<file path="config.mk">
export PLATFORM = sky130hd
export DESIGN_NAME = timestamp_to_calendar_core
export DESIGN_NICKNAME = d
export VERILOG_FILES = /design/src/rtl/ttc_pkg.sv /design/src/rtl/ttc_cdiv.sv /design/src/rtl/ttc_date.sv /design/src/rtl/timestamp_to_calendar_core.sv
export SDC_FILE = /design/constraint.sdc
export NUM_CORES = 2
export LEC_CHECK = 0
export BUFFER_PORTS_ARGS = -buffer_cell sky130_fd_sc_hd__clkbuf_2
export CAP_MARGIN = 0
export CELL_PAD_IN_SITES_DETAIL_PLACEMENT = 0
export CELL_PAD_IN_SITES_GLOBAL_PLACEMENT = 1
export CORE_MARGIN = 3
export CORE_UTILIZATION = 53
export DETAILED_ROUTE_END_ITERATION = 12
export GPL_ROUTABILITY_DRIVEN = 0
export PLACE_DENSITY = 0.88
export SYNTH_ARGS = -nofsm -noshare
export SYNTH_HDL_FRONTEND = slang
export SYNTH_SLANG_ARGS = --single-unit
</file>
<file path="constraint.sdc">
create_clock -name clk -period 9.7 [get_ports clk]
set_input_delay 0.485 -clock clk [delete_from_list [all_inputs] [get_ports clk]]
set_output_delay 0.485 -clock clk [all_outputs]
set_load 0.01 [all_outputs]
</file>
<file path="src/rtl/ttc_pkg.sv">
// Shared types and constants for the tick-count to calendar core.
// No dependencies; imported by ttc_date, the top level and ttc_checker.
package ttc_pkg;

  localparam int TICK_W      = 32;
  localparam int IN_TDATA_W  = 32;

  localparam int YEAR_W  = 12;
  localparam int MONTH_W = 4;
  localparam int MDAY_W  = 5;
  localparam int WDAY_W  = 3;
  localparam int HOUR_W  = 5;
  localparam int MIN_W   = 6;
  localparam int SEC_W   = 6;
  localparam int PACK_W  = 32;
  localparam int YY_W    = 6;

  localparam int FIELDS_W    = YEAR_W + MONTH_W + MDAY_W + WDAY_W + HOUR_W + MIN_W + SEC_W
                               + PACK_W;
  localparam int OUT_TDATA_W = ((FIELDS_W + 7) / 8) * 8;

  // day count never exceeds 2^32 / 86400
  localparam int DAY_W = 16;

  localparam int SECS_PER_DAY     = 86400;
  localparam int SECS_PER_MIN     = 60;
  localparam int MINS_PER_HOUR    = 60;
  localparam int DAYS_PER_WEEK    = 7;
  localparam int WEEKDAY_AT_EPOCH = 3;
  localparam int CENTURY_DAYS     = 36524;
  localparam int DAYS_PER_CYCLE   = 1461;
  localparam int DAYS_PER_YEAR    = 365;
  localparam int EPOCH_YEAR       = 2000;
  localparam int YEARS_PER_CENT   = 100;
  localparam int MONTHS_PER_YEAR  = 12;
  localparam int MARCH_MONTH      = 3;
  localparam int JAN_INDEX        = MONTHS_PER_YEAR - MARCH_MONTH + 1;

  typedef logic [8:0] doy_t;

  // first day of each month, counted from 1 March
  localparam doy_t MARCH_START [MONTHS_PER_YEAR] = '{
    9'd0, 9'd31, 9'd61, 9'd92, 9'd122, 9'd153,
    9'd184, 9'd214, 9'd245, 9'd275, 9'd306, 9'd337
  };

  typedef struct packed {
    logic [YEAR_W-1:0]  year;
    logic [MONTH_W-1:0] month;
    logic [MDAY_W-1:0]  mday;
    logic [YY_W-1:0]    yy;
  } ttc_date_t;

endpackage

</file>
<file path="src/rtl/ttc_cdiv.sv">
// Three-stage pipelined division by a constant: reciprocal multiply, back-multiply,
// single correction step. Depends on nothing; used by ttc_date and the top level.
module ttc_cdiv #(
  parameter int W = 32,
  parameter int D = 3
) (
  input  logic                                      clk,
  input  logic [2:0]                                en,
  input  logic [W-1:0]                              x,
  output logic [W-($clog2(D+1)-1)-1:0]              q,
  output logic [((D > 1) ? $clog2(D) : 1)-1:0]      r
);

  localparam int          K       = $clog2(D + 1) - 1;
  localparam bit          IS_POW2 = (D & (D - 1)) == 0;
  localparam int          S       = W + K;
  localparam int          QW      = W - K;
  localparam int          RW      = (D > 1) ? $clog2(D) : 1;
  localparam logic [63:0] MFULL   = (64'd1 << S) / 64'(D);
  localparam logic [W-1:0] MV     = MFULL[W-1:0];
  localparam logic [W-1:0] DV     = W'(D);

  logic [W-1:0]   x_r1, x_r2;
  logic [2*W-1:0] prod_r1, prod_nxt;
  logic [QW-1:0]  qa_r2, qa_nxt;
  logic [W-1:0]   back_r2, back_nxt;
  logic [QW-1:0]  q_r3, q_nxt;
  logic [RW-1:0]  r_r3, r_nxt;
  logic [W-1:0]   rem;

  always_comb begin
    if (IS_POW2) begin
      prod_nxt = {x, W'(0)};
    end else begin
      prod_nxt = (2*W)'(x) * (2*W)'(MV);
    end
  end

  // estimate is exact or one low
  assign qa_nxt   = prod_r1[S +: QW];
  assign back_nxt = W'(qa_nxt) * DV;

  always_comb begin
    rem   = x_r2 - back_r2;
    q_nxt = qa_r2;
    if (rem >= DV) begin
      q_nxt = qa_r2 + QW'(1);
      rem   = rem - DV;
    end
    r_nxt = (D > 1) ? rem[RW-1:0] : '0;
  end

  always_ff @(posedge clk) begin
    if (en[0]) begin
      x_r1    <= x;
      prod_r1 <= prod_nxt;
    end
    if (en[1]) begin
      x_r2    <= x_r1;
      qa_r2   <= qa_nxt;
      back_r2 <= back_nxt;
    end
    if (en[2]) begin
      q_r3 <= q_nxt;
      r_r3 <= r_nxt;
    end
  end

  assign q = q_r3;
  assign r = r_r3;

endmodule

</file>
<file path="src/rtl/ttc_date.sv">
// Seven-stage day-count to civil date pipeline (century fix, 4-year split, month search).
// Depends on ttc_pkg and ttc_cdiv.
module ttc_date (
  input  logic                         clk,
  input  logic [6:0]                   en,
  input  logic [ttc_pkg::DAY_W-1:0]    days,
  output ttc_pkg::ttc_date_t           date
);
  import ttc_pkg::*;

  localparam int CYC_K = $clog2(DAYS_PER_CYCLE + 1) - 1;
  localparam int CYC_W = DAY_W - CYC_K;
  localparam int REM_W = $clog2(DAYS_PER_CYCLE);

  logic [DAY_W-1:0]   dc_r, dc_nxt;
  logic [CYC_W-1:0]   cyc_q, cyc_r;
  logic [REM_W-1:0]   rem_q;
  logic [1:0]         yi_r, yi_nxt;
  doy_t               doy_r, doy_nxt;
  logic [3:0]         mi;
  logic               carry;
  logic [7:0]         yoff_r, yoff_nxt;
  logic [7:0]         yy_full;
  logic [MONTH_W-1:0] month_r, month_nxt;
  logic [MDAY_W-1:0]  mday_r, mday_nxt;
  ttc_date_t          date_r, date_nxt;

  // 2100 correction; the 400-year term is always zero for a 16-bit day count
  assign dc_nxt = days + DAY_W'(days >= DAY_W'(CENTURY_DAYS));

  ttc_cdiv #(.W(DAY_W), .D(DAYS_PER_CYCLE)) u_cyc_div (
    .clk (clk),
    .en  (en[3:1]),
    .x   (dc_r),
    .q   (cyc_q),
    .r   (rem_q)
  );

  always_comb begin
    priority if (rem_q >= REM_W'(3 * DAYS_PER_YEAR)) begin
      yi_nxt  = 2'd3;
      doy_nxt = 9'(rem_q - REM_W'(3 * DAYS_PER_YEAR));
    end else if (rem_q >= REM_W'(2 * DAYS_PER_YEAR)) begin
      yi_nxt  = 2'd2;
      doy_nxt = 9'(rem_q - REM_W'(2 * DAYS_PER_YEAR));
    end else if (rem_q >= REM_W'(DAYS_PER_YEAR)) begin
      yi_nxt  = 2'd1;
      doy_nxt = 9'(rem_q - REM_W'(DAYS_PER_YEAR));
    end else begin
      yi_nxt  = 2'd0;
      doy_nxt = 9'(rem_q);
    end
  end

  always_comb begin
    mi = '0;
    for (int i = 1; i < MONTHS_PER_YEAR; i++) begin
      if (doy_r >= MARCH_START[i]) begin
        mi = 4'(i);
      end
    end
    mday_nxt = MDAY_W'(doy_r - MARCH_START[mi] + 9'd1);
    carry    = (mi >= 4'(JAN_INDEX));
    if (carry) begin
      month_nxt = 4'(mi + 4'(MARCH_MONTH) - 4'(MONTHS_PER_YEAR));
    end else begin
      month_nxt = 4'(mi + 4'(MARCH_MONTH));
    end
    yoff_nxt = 8'({cyc_r, 2'b00}) + 8'(yi_r) + 8'(carry);
  end

  always_comb begin
    if (yoff_r >= 8'(YEARS_PER_CENT)) begin
      yy_full = yoff_r - 8'(YEARS_PER_CENT);
    end else begin
      yy_full = yoff_r;
    end
    date_nxt.year  = YEAR_W'(EPOCH_YEAR) + YEAR_W'(yoff_r);
    date_nxt.month = month_r;
    date_nxt.mday  = mday_r;
    date_nxt.yy    = YY_W'(yy_full);
  end

  always_ff @(posedge clk) begin
    if (en[0]) begin
      dc_r <= dc_nxt;
    end
    if (en[4]) begin
      cyc_r <= cyc_q;
      yi_r  <= yi_nxt;
      doy_r <= doy_nxt;
    end
    if (en[5]) begin
      month_r <= month_nxt;
      mday_r  <= mday_nxt;
      yoff_r  <= yoff_nxt;
    end
    if (en[6]) begin
      date_r <= date_nxt;
    end
  end

  assign date = date_r;

endmodule

</file>
<file path="src/rtl/timestamp_to_calendar_core.sv">
// Tick count to calendar date and time, top level.
// Throughput one transaction per cycle while the output is not stalled.
// The main path is a chain of four 3-stage constant dividers (ticks/s, s/day, s/min, min/hour).
// Per-stage valid bits; a stalled output holds while empty stages keep filling.
// Synchronous active-low reset clears the valid bits only.
// Depends on ttc_pkg, ttc_cdiv and ttc_date.
module timestamp_to_calendar_core #(
  parameter int TICKS_PER_SECOND = 1
) (
  input  logic                             clk,
  input  logic                             rst_n,
  input  logic                             in_tvalid,
  output logic                             in_tready,
  input  logic [ttc_pkg::IN_TDATA_W-1:0]   in_tdata,   // [31:0] tick_count
  output logic                             out_tvalid,
  input  logic                             out_tready,
  // [11:0] year_full, [15:12] month_number, [20:16] day_of_month, [23:21] day_of_week,
  // [28:24] hour_value, [34:29] minute_value, [40:35] second_value,
  // [72:41] packed_datetime, [79:73] zero
  output logic [ttc_pkg::OUT_TDATA_W-1:0]  out_tdata
);
  import ttc_pkg::*;

  localparam int NST     = 13;
  localparam int TPS_K   = $clog2(TICKS_PER_SECOND + 1) - 1;
  localparam int SECS_W  = TICK_W - TPS_K;
  localparam int DAY_K   = $clog2(SECS_PER_DAY + 1) - 1;
  localparam int DAYQ_W  = SECS_W - DAY_K;
  localparam int SOD_W   = $clog2(SECS_PER_DAY);
  localparam int MIN_K   = $clog2(SECS_PER_MIN + 1) - 1;
  localparam int MINS_W  = SOD_W - MIN_K;
  localparam int HRQ_W   = MINS_W - MIN_K;
  localparam int WK_IN_W = DAY_W + 1;
  localparam int DLY     = 4;

  logic [NST-1:0]     v_r;
  logic [NST-1:0]     en;

  logic [SECS_W-1:0]  secs_q;
  logic [DAYQ_W-1:0]  days_q;
  logic [SOD_W-1:0]   sod_q;
  logic [DAY_W-1:0]   days16;
  logic [MINS_W-1:0]  mins_q;
  logic [SEC_W-1:0]   sec_q;
  logic [HRQ_W-1:0]   hour_q;
  logic [MIN_W-1:0]   minute_q;
  logic [WDAY_W-1:0]  wday_q;

  logic [SEC_W-1:0]   sec_d_r  [DLY];
  logic [WDAY_W-1:0]  wday_d_r [DLY];
  logic [HOUR_W-1:0]  hour_r;
  logic [MIN_W-1:0]   minute_r;
  ttc_date_t          date;
  logic [PACK_W-1:0]  packed_dt;

  always_comb begin
    en[NST-1] = ~v_r[NST-1] | out_tready;
    for (int i = NST - 2; i >= 0; i--) begin
      en[i] = ~v_r[i] | en[i+1];
    end
  end

  always_ff @(posedge clk) begin
    if (!rst_n) begin
      v_r <= '0;
    end else begin
      if (en[0]) begin
        v_r[0] <= in_tvalid;
      end
      for (int i = 1; i < NST; i++) begin
        if (en[i]) begin
          v_r[i] <= v_r[i-1];
        end
      end
    end
  end

  assign in_tready  = en[0];
  assign out_tvalid = v_r[NST-1];

  ttc_cdiv #(.W(TICK_W), .D(TICKS_PER_SECOND)) u_tps_div (
    .clk (clk),
    .en  (en[2:0]),
    .x   (in_tdata[TICK_W-1:0]),
    .q   (secs_q),
    .r   ()
  );

  ttc_cdiv #(.W(SECS_W), .D(SECS_PER_DAY)) u_day_div (
    .clk (clk),
    .en  (en[5:3]),
    .x   (secs_q),
    .q   (days_q),
    .r   (sod_q)
  );

  assign days16 = DAY_W'(days_q);

  ttc_cdiv #(.W(SOD_W), .D(SECS_PER_MIN)) u_min_div (
    .clk (clk),
    .en  (en[8:6]),
    .x   (sod_q),
    .q   (mins_q),
    .r   (sec_q)
  );

  ttc_cdiv #(.W(WK_IN_W), .D(DAYS_PER_WEEK)) u_wk_div (
    .clk (clk),
    .en  (en[8:6]),
    .x   (WK_IN_W'(days16) + WK_IN_W'(WEEKDAY_AT_EPOCH)),
    .q   (),
    .r   (wday_q)
  );

  ttc_date u_date (
    .clk  (clk),
    .en   (en[12:6]),
    .days (days16),
    .date (date)
  );

  ttc_cdiv #(.W(MINS_W), .D(MINS_PER_HOUR)) u_hr_div (
    .clk (clk),
    .en  (en[11:9]),
    .x   (mins_q),
    .q   (hour_q),
    .r   (minute_q)
  );

  always_ff @(posedge clk) begin
    if (en[9]) begin
      sec_d_r[0]  <= sec_q;
      wday_d_r[0] <= wday_q;
    end
    for (int j = 1; j < DLY; j++) begin
      if (en[9+j]) begin
        sec_d_r[j]  <= sec_d_r[j-1];
        wday_d_r[j] <= wday_d_r[j-1];
      end
    end
    if (en[NST-1]) begin
      hour_r   <= HOUR_W'(hour_q);
      minute_r <= minute_q;
    end
  end

  assign packed_dt = {date.yy, date.month, date.mday, hour_r, minute_r, sec_d_r[DLY-1]};

  assign out_tdata = {(OUT_TDATA_W - FIELDS_W)'(0), packed_dt, sec_d_r[DLY-1], minute_r,
                      hour_r, wday_d_r[DLY-1], date.mday, date.month, date.year};

endmodule

</file>
==> results.yml <==
status:
  outcome: "finished clean"
synth:
  synth-edff-count: 660
  synth_cell_types: 91
  ys_seq_area_frac: 0.351
  synth_flop_cell: "edfxtp_1"
  yosys_warnings: 0
  synth_area_mm2: 0.0572
  synthArstFlopShare: 0
  yosys_register_bits: 673
  synth_cells: 4798
  synth_area_per_cell_um2: 11.9
grt:
  overflow: 0
  grt_pass1_vias: 36100
  grt.total_usage: 0.207
  grt_pass1_wl_um: 185000
  grt_start_max_net_pins: 78
  antenna_found_initial: 1
cts:
  cts_tree: "done"
  postCtsSetupRepairBufs: 0
  clock_sinks: 673
  clock_latency_ns: 0.63
  cts_made_buffers: 72
  cts_resized: 0
  cts_root_buf: "clkbuf_16"
  clockBufferDepth: 3
  clkTransAtPathRegs_ns: 0.07
  cts_hold_buf: 31
  h-tree-depth: 3
setup_path:
  crit_path_max_fanout: 11
  crit_buf_inv: 6
  worst_setup_path_end_kind: "flip-flop"
  critical_path_class: "reg -> reg"
  cp_common_cell: "fa_1"
  critPathMaxStageDelay_ns: 0.66
  start_kind: "flip-flop"
  cp_top_family: "adder cells"
  cpMaxStageDelayCell: "edfxtp_1"
  cp.arrival_ns: 7.87
  cp.required_ns: 10.06
sta:
  min_period_ns: 7.51
  rsz0062_at_grt: "no"
  slew_headroom: 0.200
  hold_viol_final: 0
  layout_setup_ws_ns: 2.19
  fmax_mhz: 133
  setup_viol: 0
  finalSetupTns_ns: 0
  max_slew.worst_pin.slew_ns: 1.19
  fin_skew_ns: 0.0325
  slew_viol_final: 0
  period_share: 0.775
detailed_routing:
  postRouteAntennaNets: 0
  routed_wl_um: 112000
  via_per_inst: 5.37
  drtIter0Drc: 1920
  drt-pass1-iter-count: 7
  routedWlPerCell_um: 17.5
  vias: 34400
  drc: 0
cells_and_area:
  diodes: 0
  area_growth_pct: 8.28
  nFillCells: 8433
  finalNetCount: 6569
  drive_above_1_share: 0.0585
floorplan:
  die_w_um: 335
  die_y_um: 335
  initial_core_util: 0.539
  io_pins: 118
  die_area_mm2: 0.112
  rows: 119
  core_region_area_mm2: 0.106
run:
  drv_cap: 0
placement:
  dpl_worst_slack_ns: 2.27
  io_buffers: 110
  dp_hpwl_um: 90300
hold_path:
  hold_path_class: "in -> reg"
Yosys cell counts, drive strengths merged (19+ instances only):
cell | n | share of area
a211oi | 25 | 0.0034
a21o | 47 | 0.0062
a21oi | 174 | 0.015
and3 | 37 | 0.0040
buf | 41 | 0.0055
clkbuf | 22 | 0.0014
edfxtp | 660 | 0.35
fa | 512 | 0.18
ha | 1050 | 0.23
inv | 984 | 0.065
nand2 | 134 | 0.0088
nand2b | 30 | 0.0033
nand3 | 54 | 0.0050
nand4 | 45 | 0.0052
nor2 | 150 | 0.0098
nor2b | 35 | 0.0038
nor3 | 61 | 0.0053
o211ai | 19 | 0.0025
o21a | 47 | 0.0063
o21ai | 142 | 0.013
o21bai | 27 | 0.0035
xnor2 | 194 | 0.030
xor2 | 61 | 0.0095
layout by cell type (no fill, tap or decap), types with 9 or more instances in the layout:
| master | instances |
|---|---|
| a211oi_1 | 24 |
| a21o_1 | 47 |
| a21oi_1 | 172 |
| a31o_2 | 13 |
| a31oi_1 | 16 |
| and2_1 | 14 |
| and3_1 | 37 |
| buf_4 | 15 |
| clkbuf_1 | 13 |
| clkbuf_16 | 76 |
| clkbuf_2 | 110 |
| clkinv_1 | 9 |
| clkinv_2 | 15 |
| dfxtp_1 | 13 |
| dlygate4sd3_1 | 31 |
| edfxtp_1 | 660 |
| fa_1 | 512 |
| ha_1 | 1050 |
| inv_1 | 979 |
| nand2_1 | 130 |
| nand2b_1 | 30 |
| nand3_1 | 51 |
| nand3b_1 | 11 |
| nand4_1 | 44 |
| nor2_1 | 150 |
| nor2b_1 | 35 |
| nor3_1 | 61 |
| o211ai_1 | 19 |
| o21a_1 | 46 |
| o21ai_0 | 134 |
| o21bai_1 | 27 |
| o31ai_1 | 12 |
| or2_2 | 9 |
| or3_1 | 10 |
| xnor2_1 | 194 |
| xor2_1 | 60 |
cell type report:
| cell class | count | area (µm²) | area share |
|---|---|---|---|
| clock buffer | 90 | 1960 | 0.0317 |
| timing repair buffer | 156 | 973 | 0.0157 |
| multi-input combinational | 3083 | 33100 | 0.534 |
| tap | 1391 | 1740 | 0.0281 |
| inverter | 985 | 3700 | 0.0597 |
| clock inverter | 39 | 412 | 0.00665 |
| sequential | 673 | 20100 | 0.324 |
state kept, by name, summed over array words and instances, names as in the netlist, 15 cells and up:
name                   flops
u_day_div.x_r1            32
u_day_div.x_r2            32
u_tps_div.q               32
u_tps_div.x_r1            32
u_tps_div.x_r2            32
sec_d_r                   24
u_date.date               24
u_day_div.back_r2         24
u_day_div.r               17
u_min_div.x_r2            17
u_wk_div.back_r2          17
u_wk_div.x_r1             17
u_wk_div.x_r2             17
u_date.dc_r               16
u_date.u_cyc_div.x_r1     16
u_date.u_cyc_div.x_r2     16
u_day_div.prod_r1         16
u_day_div.q               16
u_day_div.qa_r2           16
u_min_div.prod_r1         16
u_wk_div.prod_r1          15
worst register-to-register path, stage by stage (launching register included):
cell and delay (ns):
edfxtp_1 0.66, fa_1 0.54, ha_1 0.29, inv_1 0.05
fa_1 0.53, inv_1 0.05, fa_1 0.50, inv_1 0.05
fa_1 0.49, inv_1 0.06, fa_1 0.51, fa_1 0.56
inv_1 0.06, fa_1 0.51, inv_1 0.04, ha_1 0.22
a211oi_1 0.19, o211ai_1 0.12, o211ai_1 0.20, nand3_1 0.11
o21ai_0 0.30, a31oi_1 0.22, o21ai_0 0.24, a21oi_1 0.15
a221oi_1 0.45, o22ai_1 0.13
worst paths after layout:
kind / start / endpoint / slack, ns / depth (start not counted)
max reg2reg: u_tps_div.q[12]$_DFFE_PP_ / u_day_div.prod_r1[58]$_DFFE_PP_ / 2.19 / 25
max: u_tps_div.q[12]$_DFFE_PP_ / u_day_div.prod_r1[58]$_DFFE_PP_ / 2.19 / 25
min: in_tdata[11] / u_tps_div.x_r1[11]$_DFFE_PP_ / 0.04 / 1
min reg2reg: u_min_div.r[2]$_DFFE_PP_ / sec_d_r[0][2]$_DFFE_PP_ / 0.39 / 0
metal layers:
metal  track usage  wire, µm  vias to the layer above
met5             0         0                        -
met4        0.0576      2780                        0
met3        0.0372      6360                      180
met2         0.350     53700                      740
met1         0.276     49500                    16800
li1              -         -                    16700
kinds of logic (layout without fill, tap and decap cells):
family	count (synthesis)	in the layout	share of synthesized area
adder cells (fa/ha/maj)	1562	1562	0.409
buffers and inverters	1048	1270	0.0716
AND/OR/NAND/NOR	620	620	0.0546
XOR/XNOR	255	255	0.0392
multiplexers	13	13	0.00245
other	1	7	0.0000656
flip-flops	673	673	0.351
AO/OA/AOI/OAI	626	626	0.0721
stage by stage:
step                hold slack (ns)  instance area, µm²  std cells  utilization
finish                       0.0411               61900       6417        0.583
global route                0.00549               61900       6417        0.583
detailed placement            0.405               59200       6257        0.558
CTS                        0.000632               61900       6417        0.583
floorplan                     0.400               57200       4804            -
global placement              0.400               59200       6257        0.558
Power is not shown: default switching activity piles up to over one toggle a cycle in this logic, so the estimate is an artifact.
